$ cat src/sv/h2fsv_pkg.sv
// Shared definitions for the HTTP/2 frame stream validator.
// Frame type, phase, action and error codes; controller/datapath handshake structs.
// No dependencies.
package h2fsv_pkg;

    localparam int ID_W         = 31;
    localparam int TYPE_W       = 4;
    localparam int PHASE_W      = 3;
    localparam int ACT_W        = 3;
    localparam int SCOPE_W      = 2;
    localparam int KIND_W       = 2;
    localparam int STREAM_SLOTS = 16;

    // frame types
    localparam logic [TYPE_W-1:0] FT_DATA     = 4'd0;
    localparam logic [TYPE_W-1:0] FT_HEADERS  = 4'd1;
    localparam logic [TYPE_W-1:0] FT_PRIORITY = 4'd2;
    localparam logic [TYPE_W-1:0] FT_RST      = 4'd3;
    localparam logic [TYPE_W-1:0] FT_SETTINGS = 4'd4;
    localparam logic [TYPE_W-1:0] FT_PUSH     = 4'd5;
    localparam logic [TYPE_W-1:0] FT_PING     = 4'd6;
    localparam logic [TYPE_W-1:0] FT_GOAWAY   = 4'd7;
    localparam logic [TYPE_W-1:0] FT_WINDOW   = 4'd8;
    localparam logic [TYPE_W-1:0] FT_CONT     = 4'd9;

    // stream lifecycle phases
    localparam logic [PHASE_W-1:0] PH_IDLE     = 3'd0;
    localparam logic [PHASE_W-1:0] PH_OPEN     = 3'd3;
    localparam logic [PHASE_W-1:0] PH_HCLOCAL  = 3'd4;
    localparam logic [PHASE_W-1:0] PH_HCREMOTE = 3'd5;
    localparam logic [PHASE_W-1:0] PH_CLOSED   = 3'd6;

    // result codes
    localparam logic [ACT_W-1:0] ACT_NONE    = 3'd0;
    localparam logic [ACT_W-1:0] ACT_DELIVER = 3'd1;
    localparam logic [ACT_W-1:0] ACT_WINDOW  = 3'd2;
    localparam logic [ACT_W-1:0] ACT_RST     = 3'd3;
    localparam logic [ACT_W-1:0] ACT_GOAWAY  = 3'd4;

    localparam logic [SCOPE_W-1:0] SC_NONE   = 2'd0;
    localparam logic [SCOPE_W-1:0] SC_CONN   = 2'd1;
    localparam logic [SCOPE_W-1:0] SC_STREAM = 2'd2;

    localparam logic [KIND_W-1:0] EK_NONE  = 2'd0;
    localparam logic [KIND_W-1:0] EK_PROTO = 2'd1;
    localparam logic [KIND_W-1:0] EK_FULL  = 2'd2;

    // controller -> datapath
    typedef struct packed {
        logic load_in;
        logic lookup;
        logic commit;
    } ctl_cmd_t;

    // datapath -> controller
    typedef struct packed {
        logic out_free;
    } dp_stat_t;

    // remote side ended the stream
    function automatic logic [PHASE_W-1:0] end_remote(input logic [PHASE_W-1:0] ph);
        logic [PHASE_W-1:0] r;
        r = ph;
        if (ph == PH_IDLE || ph == PH_OPEN) begin
            r = PH_HCREMOTE;
        end else if (ph == PH_HCLOCAL) begin
            r = PH_CLOSED;
        end
        return r;
    endfunction

endpackage

$ cat src/sv/http2_frame_stream_validator.sv
// HTTP/2 frame stream validator top level: one frame header in, one verdict out.
// Each frame is captured, matched in the stream table, then decided and committed.
// One frame at a time: the next is taken only after the capture/match/commit sequence
// over the stream table ends; a waiting result stalls only the decide step.
// Reset: synchronous active-low aresetn empties the stream table and clears
// CONTINUATION and GOAWAY tracking at once; no clearing pass.
module http2_frame_stream_validator #(
    parameter int STREAM_SLOTS = h2fsv_pkg::STREAM_SLOTS
) (
    input  logic                                aclk,
    input  logic                                aresetn,
    input  logic                                s_valid,
    output logic                                s_ready,
    input  logic [h2fsv_pkg::TYPE_W-1:0]        s_frame_type,
    input  logic [h2fsv_pkg::ID_W-1:0]          s_stream_id,
    input  logic                                s_end_stream,
    input  logic                                s_end_headers,
    input  logic [h2fsv_pkg::ID_W-1:0]          s_goaway_last_id,
    input  logic [h2fsv_pkg::ID_W-1:0]          s_window_increment,
    output logic                                m_valid,
    input  logic                                m_ready,
    output logic [h2fsv_pkg::ACT_W-1:0]         m_action,
    output logic [h2fsv_pkg::ID_W-1:0]          m_action_stream,
    output logic                                m_accepted,
    output logic [h2fsv_pkg::SCOPE_W-1:0]       m_error_scope,
    output logic [h2fsv_pkg::KIND_W-1:0]        m_error_kind
);

    h2fsv_pkg::ctl_cmd_t cmd;
    h2fsv_pkg::dp_stat_t stat;

    h2fsv_ctrl u_ctrl (
        .aclk    (aclk),
        .aresetn (aresetn),
        .s_valid (s_valid),
        .s_ready (s_ready),
        .stat    (stat),
        .cmd     (cmd)
    );

    h2fsv_dp #(
        .SLOTS (STREAM_SLOTS)
    ) u_dp (
        .aclk               (aclk),
        .aresetn            (aresetn),
        .cmd                (cmd),
        .stat               (stat),
        .s_frame_type       (s_frame_type),
        .s_stream_id        (s_stream_id),
        .s_end_stream       (s_end_stream),
        .s_end_headers      (s_end_headers),
        .s_goaway_last_id   (s_goaway_last_id),
        .s_window_increment (s_window_increment),
        .m_valid            (m_valid),
        .m_ready            (m_ready),
        .m_action           (m_action),
        .m_action_stream    (m_action_stream),
        .m_accepted         (m_accepted),
        .m_error_scope      (m_error_scope),
        .m_error_kind       (m_error_kind)
    );

endmodule

$ cat src/sv/h2fsv_ctrl.sv
// Sequencing controller for the frame stream validator.
// Steps each frame through capture, table lookup and decide/commit. Uses h2fsv_pkg.
module h2fsv_ctrl (
    input  logic                aclk,
    input  logic                aresetn,
    input  logic                s_valid,
    output logic                s_ready,
    input  h2fsv_pkg::dp_stat_t stat,
    output h2fsv_pkg::ctl_cmd_t cmd
);

    typedef enum logic [1:0] {
        ST_IDLE,
        ST_LOOKUP,
        ST_DECIDE
    } state_t;

    state_t state_reg, state_next;
    logic   ready_reg, ready_next;

    always_comb begin
        state_next = state_reg;
        unique case (state_reg)
            ST_IDLE: begin
                if (s_valid && ready_reg) begin
                    state_next = ST_LOOKUP;
                end
            end
            ST_LOOKUP: begin
                state_next = ST_DECIDE;
            end
            ST_DECIDE: begin
                // hold until the output register can take the result
                if (stat.out_free) begin
                    state_next = ST_IDLE;
                end
            end
            default: begin
                state_next = ST_IDLE;
            end
        endcase
        ready_next = (state_next == ST_IDLE);
    end

    always_ff @(posedge aclk) begin
        if (!aresetn) begin
            state_reg <= ST_IDLE;
            ready_reg <= 1'b0;
        end else begin
            state_reg <= state_next;
            ready_reg <= ready_next;
        end
    end

    assign s_ready     = ready_reg;
    assign cmd.load_in = ready_reg && s_valid;
    assign cmd.lookup  = (state_reg == ST_LOOKUP);
    assign cmd.commit  = (state_reg == ST_DECIDE) && stat.out_free;

endmodule

$ cat src/sv/h2fsv_dp.sv
// Datapath of the frame stream validator: frame capture, stream table,
// connection state, rule checks and result register. Uses h2fsv_pkg.
module h2fsv_dp #(
    parameter int SLOTS = h2fsv_pkg::STREAM_SLOTS
) (
    input  logic                                aclk,
    input  logic                                aresetn,
    input  h2fsv_pkg::ctl_cmd_t                 cmd,
    output h2fsv_pkg::dp_stat_t                 stat,
    input  logic [h2fsv_pkg::TYPE_W-1:0]        s_frame_type,
    input  logic [h2fsv_pkg::ID_W-1:0]          s_stream_id,
    input  logic                                s_end_stream,
    input  logic                                s_end_headers,
    input  logic [h2fsv_pkg::ID_W-1:0]          s_goaway_last_id,
    input  logic [h2fsv_pkg::ID_W-1:0]          s_window_increment,
    output logic                                m_valid,
    input  logic                                m_ready,
    output logic [h2fsv_pkg::ACT_W-1:0]         m_action,
    output logic [h2fsv_pkg::ID_W-1:0]          m_action_stream,
    output logic                                m_accepted,
    output logic [h2fsv_pkg::SCOPE_W-1:0]       m_error_scope,
    output logic [h2fsv_pkg::KIND_W-1:0]        m_error_kind
);

    localparam int IDX_W = (SLOTS > 1) ? $clog2(SLOTS) : 1;
    localparam int CNT_W = $clog2(SLOTS + 1);
    localparam int IDW   = h2fsv_pkg::ID_W;
    localparam int PHW   = h2fsv_pkg::PHASE_W;

    // captured frame
    logic [h2fsv_pkg::TYPE_W-1:0] type_reg;
    logic [IDW-1:0]               sid_reg;
    logic                         es_reg;
    logic                         eh_reg;
    logic [IDW-1:0]               glast_reg;
    logic [IDW-1:0]               winc_reg;

    // stream table; slots fill from the bottom and are never freed,
    // so slot i is in use exactly when i < fill_cnt_reg
    logic [IDW-1:0]   slot_stream_reg [SLOTS];
    logic [PHW-1:0]   slot_phase_reg  [SLOTS];
    logic [CNT_W-1:0] fill_cnt_reg;

    // connection state
    logic           await_reg;
    logic [IDW-1:0] cont_sid_reg;
    logic           goaway_seen_reg;
    logic [IDW-1:0] goaway_limit_reg;
    logic [IDW-1:0] highest_reg;

    // lookup result
    logic             hit_reg, hit_next;
    logic [IDX_W-1:0] hit_idx_reg, hit_idx_next;
    logic [PHW-1:0]   hit_phase_reg, hit_phase_next;

    // result register
    logic                            m_valid_reg;
    logic [h2fsv_pkg::ACT_W-1:0]     act_reg;
    logic [IDW-1:0]                  act_sid_reg;
    logic                            ok_reg;
    logic [h2fsv_pkg::SCOPE_W-1:0]   scope_reg;
    logic [h2fsv_pkg::KIND_W-1:0]    kind_reg;

    // parallel match; at most one used slot holds a given id
    always_comb begin
        hit_next       = 1'b0;
        hit_idx_next   = '0;
        hit_phase_next = '0;
        for (int i = 0; i < SLOTS; i++) begin
            if (CNT_W'(i) < fill_cnt_reg && slot_stream_reg[i] == sid_reg) begin
                hit_next       = 1'b1;
                hit_idx_next   = hit_idx_next | IDX_W'(i);
                hit_phase_next = hit_phase_next | slot_phase_reg[i];
            end
        end
    end

    // decision
    logic                          full;
    logic                          need_nz, need_z;
    logic [PHW-1:0]                ph;
    logic [h2fsv_pkg::ACT_W-1:0]   r_act;
    logic [IDW-1:0]                r_sid;
    logic                          r_ok;
    logic [h2fsv_pkg::SCOPE_W-1:0] r_scope;
    logic [h2fsv_pkg::KIND_W-1:0]  r_kind;
    logic                          wr_en, alloc;
    logic [IDX_W-1:0]              wr_idx;
    logic [PHW-1:0]                wr_phase;
    logic                          set_cont, clr_cont, set_goaway, hi_upd;

    assign full    = (fill_cnt_reg == CNT_W'(SLOTS));
    assign need_nz = type_reg == h2fsv_pkg::FT_DATA || type_reg == h2fsv_pkg::FT_HEADERS
                  || type_reg == h2fsv_pkg::FT_PRIORITY || type_reg == h2fsv_pkg::FT_RST
                  || type_reg == h2fsv_pkg::FT_CONT;
    assign need_z  = type_reg == h2fsv_pkg::FT_SETTINGS || type_reg == h2fsv_pkg::FT_PING
                  || type_reg == h2fsv_pkg::FT_GOAWAY;

    always_comb begin
        r_act      = h2fsv_pkg::ACT_NONE;
        r_sid      = '0;
        r_ok       = 1'b1;
        r_scope    = h2fsv_pkg::SC_NONE;
        r_kind     = h2fsv_pkg::EK_NONE;
        wr_en      = 1'b0;
        alloc      = 1'b0;
        wr_idx     = hit_reg ? hit_idx_reg : fill_cnt_reg[IDX_W-1:0];
        wr_phase   = hit_phase_reg;
        set_cont   = 1'b0;
        clr_cont   = 1'b0;
        set_goaway = 1'b0;
        hi_upd     = 1'b0;
        ph         = hit_reg ? hit_phase_reg : h2fsv_pkg::PH_IDLE;

        if ((need_nz && sid_reg == '0) || (need_z && sid_reg != '0)
            || (await_reg && (type_reg != h2fsv_pkg::FT_CONT || sid_reg != cont_sid_reg))) begin
            r_act = h2fsv_pkg::ACT_GOAWAY; r_ok = 1'b0;
            r_scope = h2fsv_pkg::SC_CONN; r_kind = h2fsv_pkg::EK_PROTO;
        end else if (type_reg == h2fsv_pkg::FT_HEADERS && goaway_seen_reg
                     && sid_reg > goaway_limit_reg && !hit_reg) begin
            r_act = h2fsv_pkg::ACT_RST; r_sid = sid_reg; r_ok = 1'b0;
            r_scope = h2fsv_pkg::SC_STREAM; r_kind = h2fsv_pkg::EK_PROTO;
        end else begin
            case (type_reg) inside
                h2fsv_pkg::FT_HEADERS: begin
                    if (!hit_reg && full) begin
                        r_act = h2fsv_pkg::ACT_RST; r_sid = sid_reg; r_ok = 1'b0;
                        r_scope = h2fsv_pkg::SC_STREAM; r_kind = h2fsv_pkg::EK_FULL;
                    end else if (ph == h2fsv_pkg::PH_HCREMOTE || ph == h2fsv_pkg::PH_CLOSED) begin
                        r_act = h2fsv_pkg::ACT_RST; r_sid = sid_reg; r_ok = 1'b0;
                        r_scope = h2fsv_pkg::SC_STREAM; r_kind = h2fsv_pkg::EK_PROTO;
                    end else begin
                        if (ph == h2fsv_pkg::PH_IDLE) begin
                            ph     = h2fsv_pkg::PH_OPEN;
                            hi_upd = sid_reg > highest_reg;
                        end
                        if (es_reg) begin
                            ph = h2fsv_pkg::end_remote(ph);
                        end
                        wr_en    = 1'b1;
                        alloc    = !hit_reg;
                        wr_phase = ph;
                        set_cont = !eh_reg;
                        clr_cont = eh_reg;
                        r_act    = h2fsv_pkg::ACT_DELIVER;
                        r_sid    = sid_reg;
                    end
                end
                h2fsv_pkg::FT_DATA: begin
                    if (!hit_reg || (hit_phase_reg != h2fsv_pkg::PH_OPEN
                                     && hit_phase_reg != h2fsv_pkg::PH_HCLOCAL)) begin
                        r_act = h2fsv_pkg::ACT_RST; r_sid = sid_reg; r_ok = 1'b0;
                        r_scope = h2fsv_pkg::SC_STREAM; r_kind = h2fsv_pkg::EK_PROTO;
                    end else begin
                        wr_en    = es_reg;
                        wr_phase = h2fsv_pkg::end_remote(hit_phase_reg);
                        r_act    = h2fsv_pkg::ACT_DELIVER;
                        r_sid    = sid_reg;
                    end
                end
                h2fsv_pkg::FT_CONT: begin
                    if (!await_reg || sid_reg != cont_sid_reg) begin
                        r_act = h2fsv_pkg::ACT_GOAWAY; r_ok = 1'b0;
                        r_scope = h2fsv_pkg::SC_CONN; r_kind = h2fsv_pkg::EK_PROTO;
                    end else begin
                        clr_cont = eh_reg;
                        r_act    = h2fsv_pkg::ACT_DELIVER;
                        r_sid    = sid_reg;
                    end
                end
                h2fsv_pkg::FT_RST: begin
                    if (!hit_reg && full) begin
                        r_act = h2fsv_pkg::ACT_RST; r_sid = sid_reg; r_ok = 1'b0;
                        r_scope = h2fsv_pkg::SC_STREAM; r_kind = h2fsv_pkg::EK_FULL;
                    end else begin
                        wr_en    = 1'b1;
                        alloc    = !hit_reg;
                        wr_phase = h2fsv_pkg::PH_CLOSED;
                        r_act    = h2fsv_pkg::ACT_DELIVER;
                        r_sid    = sid_reg;
                    end
                end
                h2fsv_pkg::FT_GOAWAY: begin
                    set_goaway = 1'b1;
                end
                h2fsv_pkg::FT_WINDOW: begin
                    if (winc_reg == '0) begin
                        r_ok = 1'b0;
                        r_kind = h2fsv_pkg::EK_PROTO;
                        if (sid_reg == '0) begin
                            r_act = h2fsv_pkg::ACT_GOAWAY; r_scope = h2fsv_pkg::SC_CONN;
                        end else begin
                            r_act = h2fsv_pkg::ACT_RST; r_sid = sid_reg;
                            r_scope = h2fsv_pkg::SC_STREAM;
                        end
                    end else begin
                        r_act = h2fsv_pkg::ACT_WINDOW;
                        r_sid = sid_reg;
                    end
                end
                h2fsv_pkg::FT_PRIORITY, h2fsv_pkg::FT_PUSH: begin
                    r_act = h2fsv_pkg::ACT_DELIVER;
                    r_sid = sid_reg;
                end
                default: begin
                end
            endcase
        end
    end

    // payload registers
    always_ff @(posedge aclk) begin
        if (cmd.load_in) begin
            type_reg  <= s_frame_type;
            sid_reg   <= s_stream_id;
            es_reg    <= s_end_stream;
            eh_reg    <= s_end_headers;
            glast_reg <= s_goaway_last_id;
            winc_reg  <= s_window_increment;
        end
        if (cmd.lookup) begin
            hit_reg       <= hit_next;
            hit_idx_reg   <= hit_idx_next;
            hit_phase_reg <= hit_phase_next;
        end
        if (cmd.commit && wr_en) begin
            slot_stream_reg[wr_idx] <= sid_reg;
            slot_phase_reg[wr_idx]  <= wr_phase;
        end
        if (cmd.commit) begin
            act_reg     <= r_act;
            act_sid_reg <= r_sid;
            ok_reg      <= r_ok;
            scope_reg   <= r_scope;
            kind_reg    <= r_kind;
        end
    end

    // control and connection state
    always_ff @(posedge aclk) begin
        if (!aresetn) begin
            fill_cnt_reg     <= '0;
            await_reg        <= 1'b0;
            cont_sid_reg     <= '0;
            goaway_seen_reg  <= 1'b0;
            goaway_limit_reg <= '0;
            highest_reg      <= '0;
            m_valid_reg      <= 1'b0;
        end else begin
            if (cmd.commit) begin
                if (alloc) begin
                    fill_cnt_reg <= fill_cnt_reg + CNT_W'(1);
                end
                if (set_cont) begin
                    await_reg    <= 1'b1;
                    cont_sid_reg <= sid_reg;
                end else if (clr_cont) begin
                    await_reg    <= 1'b0;
                    cont_sid_reg <= '0;
                end
                if (set_goaway) begin
                    goaway_seen_reg  <= 1'b1;
                    goaway_limit_reg <= glast_reg;
                end
                if (hi_upd) begin
                    highest_reg <= sid_reg;
                end
            end
            if (cmd.commit) begin
                m_valid_reg <= 1'b1;
            end else if (m_ready) begin
                m_valid_reg <= 1'b0;
            end
        end
    end

    assign stat.out_free   = !m_valid_reg || m_ready;
    assign m_valid         = m_valid_reg;
    assign m_action        = act_reg;
    assign m_action_stream = act_sid_reg;
    assign m_accepted      = ok_reg;
    assign m_error_scope   = scope_reg;
    assign m_error_kind    = kind_reg;

endmodule

$ cat config.mk
export PLATFORM = sky130hd
export DESIGN_NAME = http2_frame_stream_validator
export DESIGN_NICKNAME = d
export VERILOG_FILES = /design/src/sv/h2fsv_pkg.sv /design/src/sv/http2_frame_stream_validator.sv /design/src/sv/h2fsv_ctrl.sv /design/src/sv/h2fsv_dp.sv
export SDC_FILE = /design/constraint.sdc
export NUM_CORES = 1
export LEC_CHECK = 0
export BUFFER_PORTS_ARGS = -buffer_cell sky130_fd_sc_hd__buf_2
export CORE_UTILIZATION = 49
export DETAILED_ROUTE_END_ITERATION = 10
export PLACE_DENSITY = 0.66
export RECOVER_POWER = 100
export SKIP_LAST_GASP = 1
export SYNTH_ARGS = -nofsm -noshare
export SYNTH_HDL_FRONTEND = slang
export SYNTH_SLANG_ARGS = --single-unit
$ cat constraint.sdc
create_clock -name aclk -period 8.2 [get_ports aclk]
set_clock_uncertainty 0.1 [all_clocks]
set_input_delay 0.41 -clock aclk [delete_from_list [all_inputs] [get_ports aclk]]
set_output_delay 0.41 -clock aclk [all_outputs]
set_load 0.005 [all_outputs]
# Word level (Yosys, flattened, before mapping)
# Memories as Yosys holds them, arrays and structs flattened.
# Index checks and enable logic that the tools add are counted.
dict set report word_totals {
  register_bits 219
  latchBits 0
  ramBits 544
  mem_bits_ro 0
  in_bits 103
  out_inout_bits 41
  mem_count 2
}
# name depth width read_ports rd_ports_with_merged_regs write_ports line
set memory_table {}
lappend memory_table {u_dp.slot_stream_reg 16 31 16 0 1 h2fsv_dp.sv:40} ;# logic [IDW-1:0] slot_stream_reg [SLOTS];
lappend memory_table {u_dp.slot_phase_reg 16 3 16 0 1 h2fsv_dp.sv:41} ;# logic [PHW-1:0] slot_phase_reg [SLOTS];
dict set report op_classes {
  n_addsub 1
  n_mul 0
  n_div 0
  magnitude_cmp 17
  n_eq_ne 38
  shift 0
  mux 162
  n_bitwise 15
  n_reduce_logical 66
}
# operator n
set ops {}
lappend ops {{$eq 31x31->1} 16}
lappend ops {{$mux 31} 13}
lappend ops {{$mux 3} 53}
lappend ops {{$logic_not 31->1} 2}
lappend ops {{$mux 1} 61}
lappend ops {{$mux 2} 27}
lappend ops {{$or 3x3->3} 15}
lappend ops {{$lt 4x5->1 const A} 8}
lappend ops {{$gt 31x31->1} 1}
lappend ops {{$ne 31x31->1} 1}
lappend ops {{$reduce_bool 31->1} 1}
lappend ops {{$mux 4} 7}
lappend ops {{$logic_and 1x1->1} 27}
lappend ops {{$lt 3x5->1 const A} 4}
lappend ops {{$eq 4x3->1 const B} 4}
lappend ops {{$logic_or 1x1->1} 15}
lappend ops {{$reduce_or 15->1} 1}
lappend ops {{$eq 3x3->1 const B} 4}
lappend ops {{$lt 1x5->1 const A} 2}
lappend ops {{$lt 2x5->1 const A} 2}
lappend ops {{$logic_not 3->1} 3}
lappend ops {{$eq 4x2->1 const B} 2}
lappend ops {{$eq 4x4->1 const B} 2}
lappend ops {{$reduce_or 8->1} 1}
lappend ops {{17 further kinds} 27}

# Longest topological paths before layout
# Gate-level depths: netlist of run 1.
# An unclocked memory read counts as a cell.
dict set report logic_depth {
  depth_word 34
  ltp_mapped 12
  depth_no_buf 9
}

# Hierarchy
# From an unflattened synthesis of run 1, not the netlist that was laid out.
dict set report unflattened {
  cells_unflattened 2115
  area_unflattened_um2 31931.9
}
# module n_inst cells_each area_each_um2
set by_module_without_submodules {}
lappend by_module_without_submodules {h2fsv_dp 1 2102 31801.8}
lappend by_module_without_submodules {h2fsv_ctrl 1 13 130.1}

# Worst setup path before layout of run 1
# No wires, ideal clock.
dict set report synth_path {
  path_type {register -> register}
  from {register u_dp.sid_reg[0]}
  to {memory u_dp.slot_phase_reg[10][0] (netlist name), enable pin}
  setup_time_ns 0.467
  arrival_time_ns 4.739
  required_ns 7.633
  setup_slack_ns 2.894
  stages_incl_launch_ff 12
  n_path_buf 3
  period_less_slack_ns 5.306
  cell_sequence {edfxtp_1 > buf_2 > buf_2 > inv_1 > ha_1 > nand3_1 > nor3_1 > a21o_1 > o22a_1 > nand2_1 > clkbuf_1 > nor3_1}
}
dict set report synth_between {
  elab_chain_cells 8
}
# item line
set synth_rtl {}
lappend synth_rtl {{start: declaration} h2fsv_dp.sv:32} ;# logic [IDW-1:0] sid_reg;
lappend synth_rtl {{start signal: assignment} h2fsv_dp.sv:215} ;# sid_reg <= s_stream_id;
lappend synth_rtl {{$gt 31x31->1 (tied with other cells)} h2fsv_dp.sv:120} ;# && sid_reg > goaway_limit_reg && !hit_reg) begin
lappend synth_rtl {{$logic_and 1x1->1 (tied with other cells) (2 in a row)} h2fsv_dp.sv:120}
lappend synth_rtl {{$mux 1 or $logic_or 1x1->1 (tied branches)} {h2fsv_dp.sv:119, h2fsv_dp.sv:116}}
lappend synth_rtl {{$mux 1 *} h2fsv_dp.sv:115} ;# if ((need_nz && sid_reg == '0) || (need_z && sid_reg != '0)
lappend synth_rtl {{$logic_and 1x1->1 *} h2fsv_dp.sv:226} ;# if (cmd.commit && wr_en) begin
lappend synth_rtl {{$mux 1 *} h2fsv_dp.sv:226}
lappend synth_rtl {{$mux 1 (implied by the code) *} h2fsv_dp.sv:228} ;# slot_phase_reg[wr_idx] <= wr_phase;
lappend synth_rtl {{end: declaration} h2fsv_dp.sv:41}
# Every way passes the cells marked *; elsewhere a longest branch is shown, timed or not.

# Worst setup path in the final report of run 1
dict set report layout_path {
  from {register u_dp.sid_reg[30]}
  to {register u_dp.cont_sid_reg[6]}
}
dict set report layout_between {
  elab_chain_cells 10
}
# item line
set layout_rtl {}
lappend layout_rtl {{parallel branches: the longest is 10 deep, another holds $gt 31x31->1} n/a}
lappend layout_rtl {{end signal: assignment} h2fsv_dp.sv:256} ;# cont_sid_reg <= sid_reg;
lappend layout_rtl {{end: declaration} h2fsv_dp.sv:46} ;# logic [IDW-1:0] cont_sid_reg;
# Parallel ways; which one is timed is not known.
# A chain may end at the register's enable or synchronous reset.

==> out/metrics.cfg, run 1 <==
[critical_path]
critical_path.endpoint = u_dp.cont_sid_reg[6]$_SDFFE_PN0P_
crit_path_max_incr_delay_ns = 1.29
critPathSlowestCell = nor3_1
crit_required_ns = 8.66
cp-start-kind = flop
cp.arrival_ns = 6.62
r2r_end = u_dp.cont_sid_reg[6]$_SDFFE_PN0P_
reg2reg_slack_ns = 2.04
crit_type = flop to flop
cp_max_fo = 22
timing.rr.start = u_dp.sid_reg[30]$_DFFE_PP_
startpoint = u_dp.sid_reg[30]$_DFFE_PP_
cp_cell_sequence = clkbuf_1 > clkbuf_1 > xnor2_1 > nand4_1 > nor4_2 > a31oi_1 > a211o_1 > nor3_1 > buf_4 > a22o_1
r2r_cells = 10
setup.worst_path.end_class = flop
crit_top_cell = clkbuf_1

[finish]
area_growth_pct = 15.7
antenna_cells = 0
fin_nets = 2538
drive_gt1_frac = 0.103
fillers = 5041
largest_register_ffs = 496
post-route-util = 0.573

[synthesis]
synth-compound-area-share = 0.0405
synthAdderAreaFrac = 0.0130
synthMuxAreaShare = 0.00188
syn_area_um2 = 31900
synth_cell_types = 67
syn_inst = 2092
synth_edf_count = 689
synth-main-ff-cell = edfxtp_1
ys_ff_latch = 762
synth-xor-area-share = 0.145
yosys.area_share.simple = 0.0813
synth_top_family_by_area = XOR/XNOR gates
yosysWarnings = 0
ys_seq_area_frac = 0.695
avgSynthCellArea_um2 = 15.2
synthArstFlopShare = 0
synth_fp_nets = 2228

[sta]
fin_crit_sh = 0.752
worst-slew-pin-transition_ns = 3.43
rsz0062_at_grt = no
setup_tns_ns = 0
setup_ws_ns = 2.04
min_period_ns = 6.16
slew_viol_final = 1019
setup_viol = 0
relSlewSlack = -1.29
hold_viol = 0
hold_slack_ns = 0.0914
clock.fmax_ghz = 0.162

[routing]
drt_iter0_markers = 1740
detail-route-antenna-nets = 0
num_vias = 19000
drt-vias-per-instance = 5.71
post_drt_wl_per_cell_um = 24.4
drtPass1Iterations = 8
totalWireLength_um = 81100
drc = 0

[clock_tree]
cts.sinks = 762
root_buffer = clkbuf_16
cts_buffers = 79
post_cts_buffers = 0
clock_latency_ns = 0.63
cts_tree = built
h-tree-depth = 3
clockBufferDepth = 3
clk_pin_slew_ns = 0.06

[global_route]
grt_pass1_wl_um = 120000
grt_max_degree = 64
grt-ovfl-total = 0
grt_pass1_vias = 18600
antenna_found_initial = 3
track_usage = 0.245

[power_and_ir_drop]
total_leakage_power_nw = 12.2
powerDensity_nw_per_um2 = 218
ir_worst_vdd_mv = 0.172
total_power_mw = 8.05

[floorplanning]
fp.dieW_um = 257
rows = 93
dieArea_um2 = 66100
core_um2 = 64300
io_pins = 144
start_util = 0.495
chipHeight_um = 257

[status]
run_status = finished with violations
violations = max-capacitance violations, max-slew violations

[hold_path]
hold_class = primary input to flop
hold_path_depth = 3

[placed_design]
hpwl_um = 49600
preCtsSetupSlack_ns = 3.81
placement.io_buffers = 143
gp_congestion = 0.958

[run]
maxCapViolCount = 40

==> per-layer routing <==
metal / vias to the layer above / wire length (µm) / GRT usage
met5: - / 0 / 0
li1: 8462 / - / -
met4: 0 / 2350 / 0.0734
met2: 705 / 38600 / 0.398
met1: 9647 / 34800 / 0.342
met3: 155 / 5320 / 0.0370
==> power breakdown <==
group	leakage [nW]	internal, mW	switching (mW)
Combinational	4.19	0.130	0.254
Sequential	6.83	4.26	0.0173
Clock	1.19	1.94	1.45
==> worst max-delay path: cells and delay by family, from the launching register on <==
family,cells,cell delay (ns)
buf+inv,3,2.74
simple gates,3,1.79
compound gates,3,0.91
flops,1,0.32
xor+xnor,1,0.21
==> what timing repair did <==
item | 4_1_cts | 5_1_grt
endpoints found under the hold margin | 99 | 0
resized for setup | 0 | 0
hold buffers | 99 | 0
endpoints found under the setup margin | 0 | 0
==> cell usage after synthesis, types with 23 or more instances <==
master    number  area share
nand4_1       63       0.012
xor2_1       392        0.11
nor3_1        41      0.0064
clkbuf_1      26      0.0031
nand2_1       41      0.0048
and2_1        33      0.0065
inv_1         45      0.0053
xnor2_1      136       0.037
edfxtp_1     689        0.65
nor2_1        23      0.0027
nand3_1       75       0.012
a22o_1        31      0.0085
dfxtp_1       73       0.046
ha_1          33       0.013
nor4_1       115       0.023
buf_2         52      0.0082
o31ai_1       32      0.0075
==> metrics by stage <==
step | instances | area, µm²
3_5_place_dp | 3077 | 33900
6_report | 3320 | 36900
3_3_place_gp | 3077 | 33900
4_1_cts | 3320 | 37300
5_1_grt | 3320 | 36900
2_1_floorplan | 2092 | 31900
==> cells in the final DEF, fill, tap and decap left out, drive strengths merged, types with 32 or more instances in the layout <==
| master | netlist | final |
|---|---|---|
| and2 | 33 | 33 |
| buf | 76 | 135 |
| clkbuf | 26 | 206 |
| dfxtp | 73 | 73 |
| dlygate4sd3 | 0 | 99 |
| edfxtp | 689 | 689 |
| ha | 33 | 33 |
| inv | 46 | 47 |
| nand2 | 41 | 41 |
| nand3 | 75 | 75 |
| nand4 | 63 | 63 |
| nor3 | 44 | 44 |
| nor4 | 122 | 122 |
| o31ai | 32 | 32 |
| xnor2 | 136 | 136 |
| xor2 | 392 | 392 |
==> cells by family after synthesis <==
kind of cell,count (synthesis)
AOI/OAI and AO/OA,171
xor gates and xnor gates,528
adders and majority gates,33
buffers and inverters,149
DFF,762
muxes,6
and+or+nand+nor,443
==> final cells by class <==
class,count,area (µm²),share of cell area
sequential,762,22200,0.601
multi-input combinational,1181,8950,0.243
clock buffer,109,2200,0.0598
timing repair buffer,331,2100,0.0569
tap,855,1070,0.0290
clock inverter,35,231,0.00628
inverter,47,176,0.00478
==> worst min path at each step <==
stage	startpoint	to	slack, ns
2_1_floorplan	u_dp.glast_reg[0]$_DFFE_PP_	u_dp.goaway_limit_reg[0]$_SDFFE_PN0P_	0.34
3_3_place_gp	u_dp.glast_reg[1]$_DFFE_PP_	u_dp.goaway_limit_reg[1]$_SDFFE_PN0P_	0.35
3_5_place_dp	u_dp.glast_reg[0]$_DFFE_PP_	u_dp.goaway_limit_reg[0]$_SDFFE_PN0P_	0.35
4_1_cts	m_ready	u_dp.m_valid$_SDFFE_PN0P_	0.07
5_1_grt	m_ready	u_dp.m_valid$_SDFFE_PN0P_	0.09
6_report	m_ready	u_dp.m_valid$_SDFFE_PN0P_	0.09
Note: power is estimated with default switching activity, not from simulation.
==> inputs of run 2 (changes only) <==
PLACE_DENSITY = 0.68   (was 0.66)
clock period = 5.3 ns   (was 8.2 ns; I/O delays follow)
==> run 2 against run 1 <==
Effect of this change: the flow still finishes with violations (max-capacitance violations, max-slew violations); sequential power increased by 55%; sequential cell count unchanged; global-route usage increased by 0.14 points; fmax increased by 33%; combinational power increased by 53%; clock-buffer cell count decreased by 5; total power increased by 54%; clock power increased by 53%; setup slack got worse by 1.4 ns.
==> out/metrics.cfg, run 2 (synthesized netlist as in run 1, its figures left out) <==
[status]
run_status = finished with violations
violations = max-capacitance violations, max-slew violations

[global_route]
grt_pass1_wl_um = 121000
track_usage = 0.247
antenna_found_initial = 4
grt_max_degree = 69
grt-ovfl-total = 0
grt_pass1_vias = 18700

[power_and_ir_drop]
switchingPower_mw = 2.70
total_leakage_power_nw = 12.2
clockPowerShare = 0.417
sequentialPowerShare = 0.535
comb_power_share = 0.047
intPower_mw = 9.70
powerDensity_nw_per_um2 = 336
ir_worst_vdd_mv = 0.214
total_power_mw = 12.4
switching_share = 0.218

[critical_path]
cp_cell_sequence = clkbuf_1 > buf_4 > xor2_1 > nor4_1 > o311ai_0 > nor4_1 > a222oi_1 > nand4_1
reg2reg_slack_ns = 0.68
cp.arrival_ns = 4.98
setup.worst_path.end_class = flop
cp.depth = 8
cp-start-kind = flop
crit_buf_inv = 2
crit_family = buffers and inverters
crit_path_max_incr_delay_ns = 1.38
cp_max_fo = 20
crit_type = flop to flop
crit_top_cell = nor4_1
crit_required_ns = 5.66
critPathSlowestCell = clkbuf_1
r2r_cells = 8

[clock_tree]
clockBufferDepth = 3
root_buffer = clkbuf_16
h-tree-depth = 3
cts_tree = built
cts_resized = 0
cts_buffers = 79
post_cts_buffers = 0
cts.sinks = 762
clock_latency_ns = 0.63
cts_hold_buf = 100
clk_pin_slew_ns = 0.06

[placed_design]
gp_congestion = 0.927
hpwl_um = 50500
placed_cell_area_um2 = 33900
dp.cells = 3078
placement.io_buffers = 143
preCtsSetupSlack_ns = 1.38

[floorplanning]
fp.dieW_um = 257
core_um2 = 64300
rows = 93
dieArea_um2 = 66100
chipHeight_um = 257
start_util = 0.495
io_pins = 144

[finish]
instances_no_fill = 3322
final_cell_mix = 689 x edfxtp_1, 392 x xor2_1, 136 x xnor2_1
antenna_cells = 0
drive_gt1_frac = 0.107
final_area_um2 = 36900
post-route-util = 0.574
fin_nets = 2540
area_growth_pct = 15.9
layout_commonest_cell = edfxtp_1
largest_register_ffs = 496

[sta]
clock.fmax_ghz = 0.216
relSlewSlack = -1.08
slew_viol_final = 521
setup_tns_ns = 0
rsz0062_at_grt = no
setup_viol = 0
worst-slew-pin-transition_ns = 3.11
hold_viol = 0
min_period_ns = 4.62
setup_ws_ns = 0.679
fin_crit_sh = 0.872
hold_slack_ns = 0.239

[routing]
detail-route-antenna-nets = 0
drtPass1Iterations = 6
drt_iter0_markers = 1966
totalWireLength_um = 81800
drt-vias-per-instance = 5.68
post_drt_wl_per_cell_um = 24.6
num_vias = 18900
drc = 0

[hold_path]
hold_class = primary input to flop
hold_path_depth = 2

[run]
maxCapViolCount = 21

==> run 2: cell type report <==
type                    count  area (µm²)
clock buffers             104        2130
clock inverters            40         267
fillers                  5001       27400
inverters                  47         176
multi-input cells        1181        8960
flip-flops and latches    762       22200
well taps                 855        1070
repair buffers            333        2170
==> run 2: per-layer routing <==
layer | global-route usage | wire length [µm] | vias up | part of all wire
li1 | - | - | 8458 | -
met3 | 0.0353 | 5180 | 166 | 0.063
met5 | 0 | 0 | - | 0
met4 | 0.0810 | 2810 | 0 | 0.034
met1 | 0.341 | 34800 | 9522 | 0.42
met2 | 0.402 | 39100 | 739 | 0.48
==> run 2: path summary, 6_finish.rpt <==
path,start,endpoint
setup reg to reg,u_dp.sid_reg[6]$_DFFE_PP_,u_dp.hit_phase_reg[2]$_DFFE_PN_
hold / removal,s_frame_type[0],u_dp.type_reg[0]$_DFFE_PP_
hold reg to reg,u_dp.glast_reg[9]$_DFFE_PP_,u_dp.goaway_limit_reg[9]$_SDFFE_PN0P_
setup / recovery,u_dp.sid_reg[6]$_DFFE_PP_,u_dp.hit_phase_reg[2]$_DFFE_PN_
==> run 2: power by group through the flow <==
stage | combinational [mW] | sequential, mW | clock (mW)
floorplan | 0.299 | 6.76 | 0
global placement | 0.536 | 6.75 | 0
detailed placement | 0.545 | 6.75 | 0
CTS | 0.607 | 6.62 | 5.26
global route | 0.629 | 6.63 | 5.48
finish | 0.588 | 6.63 | 5.17
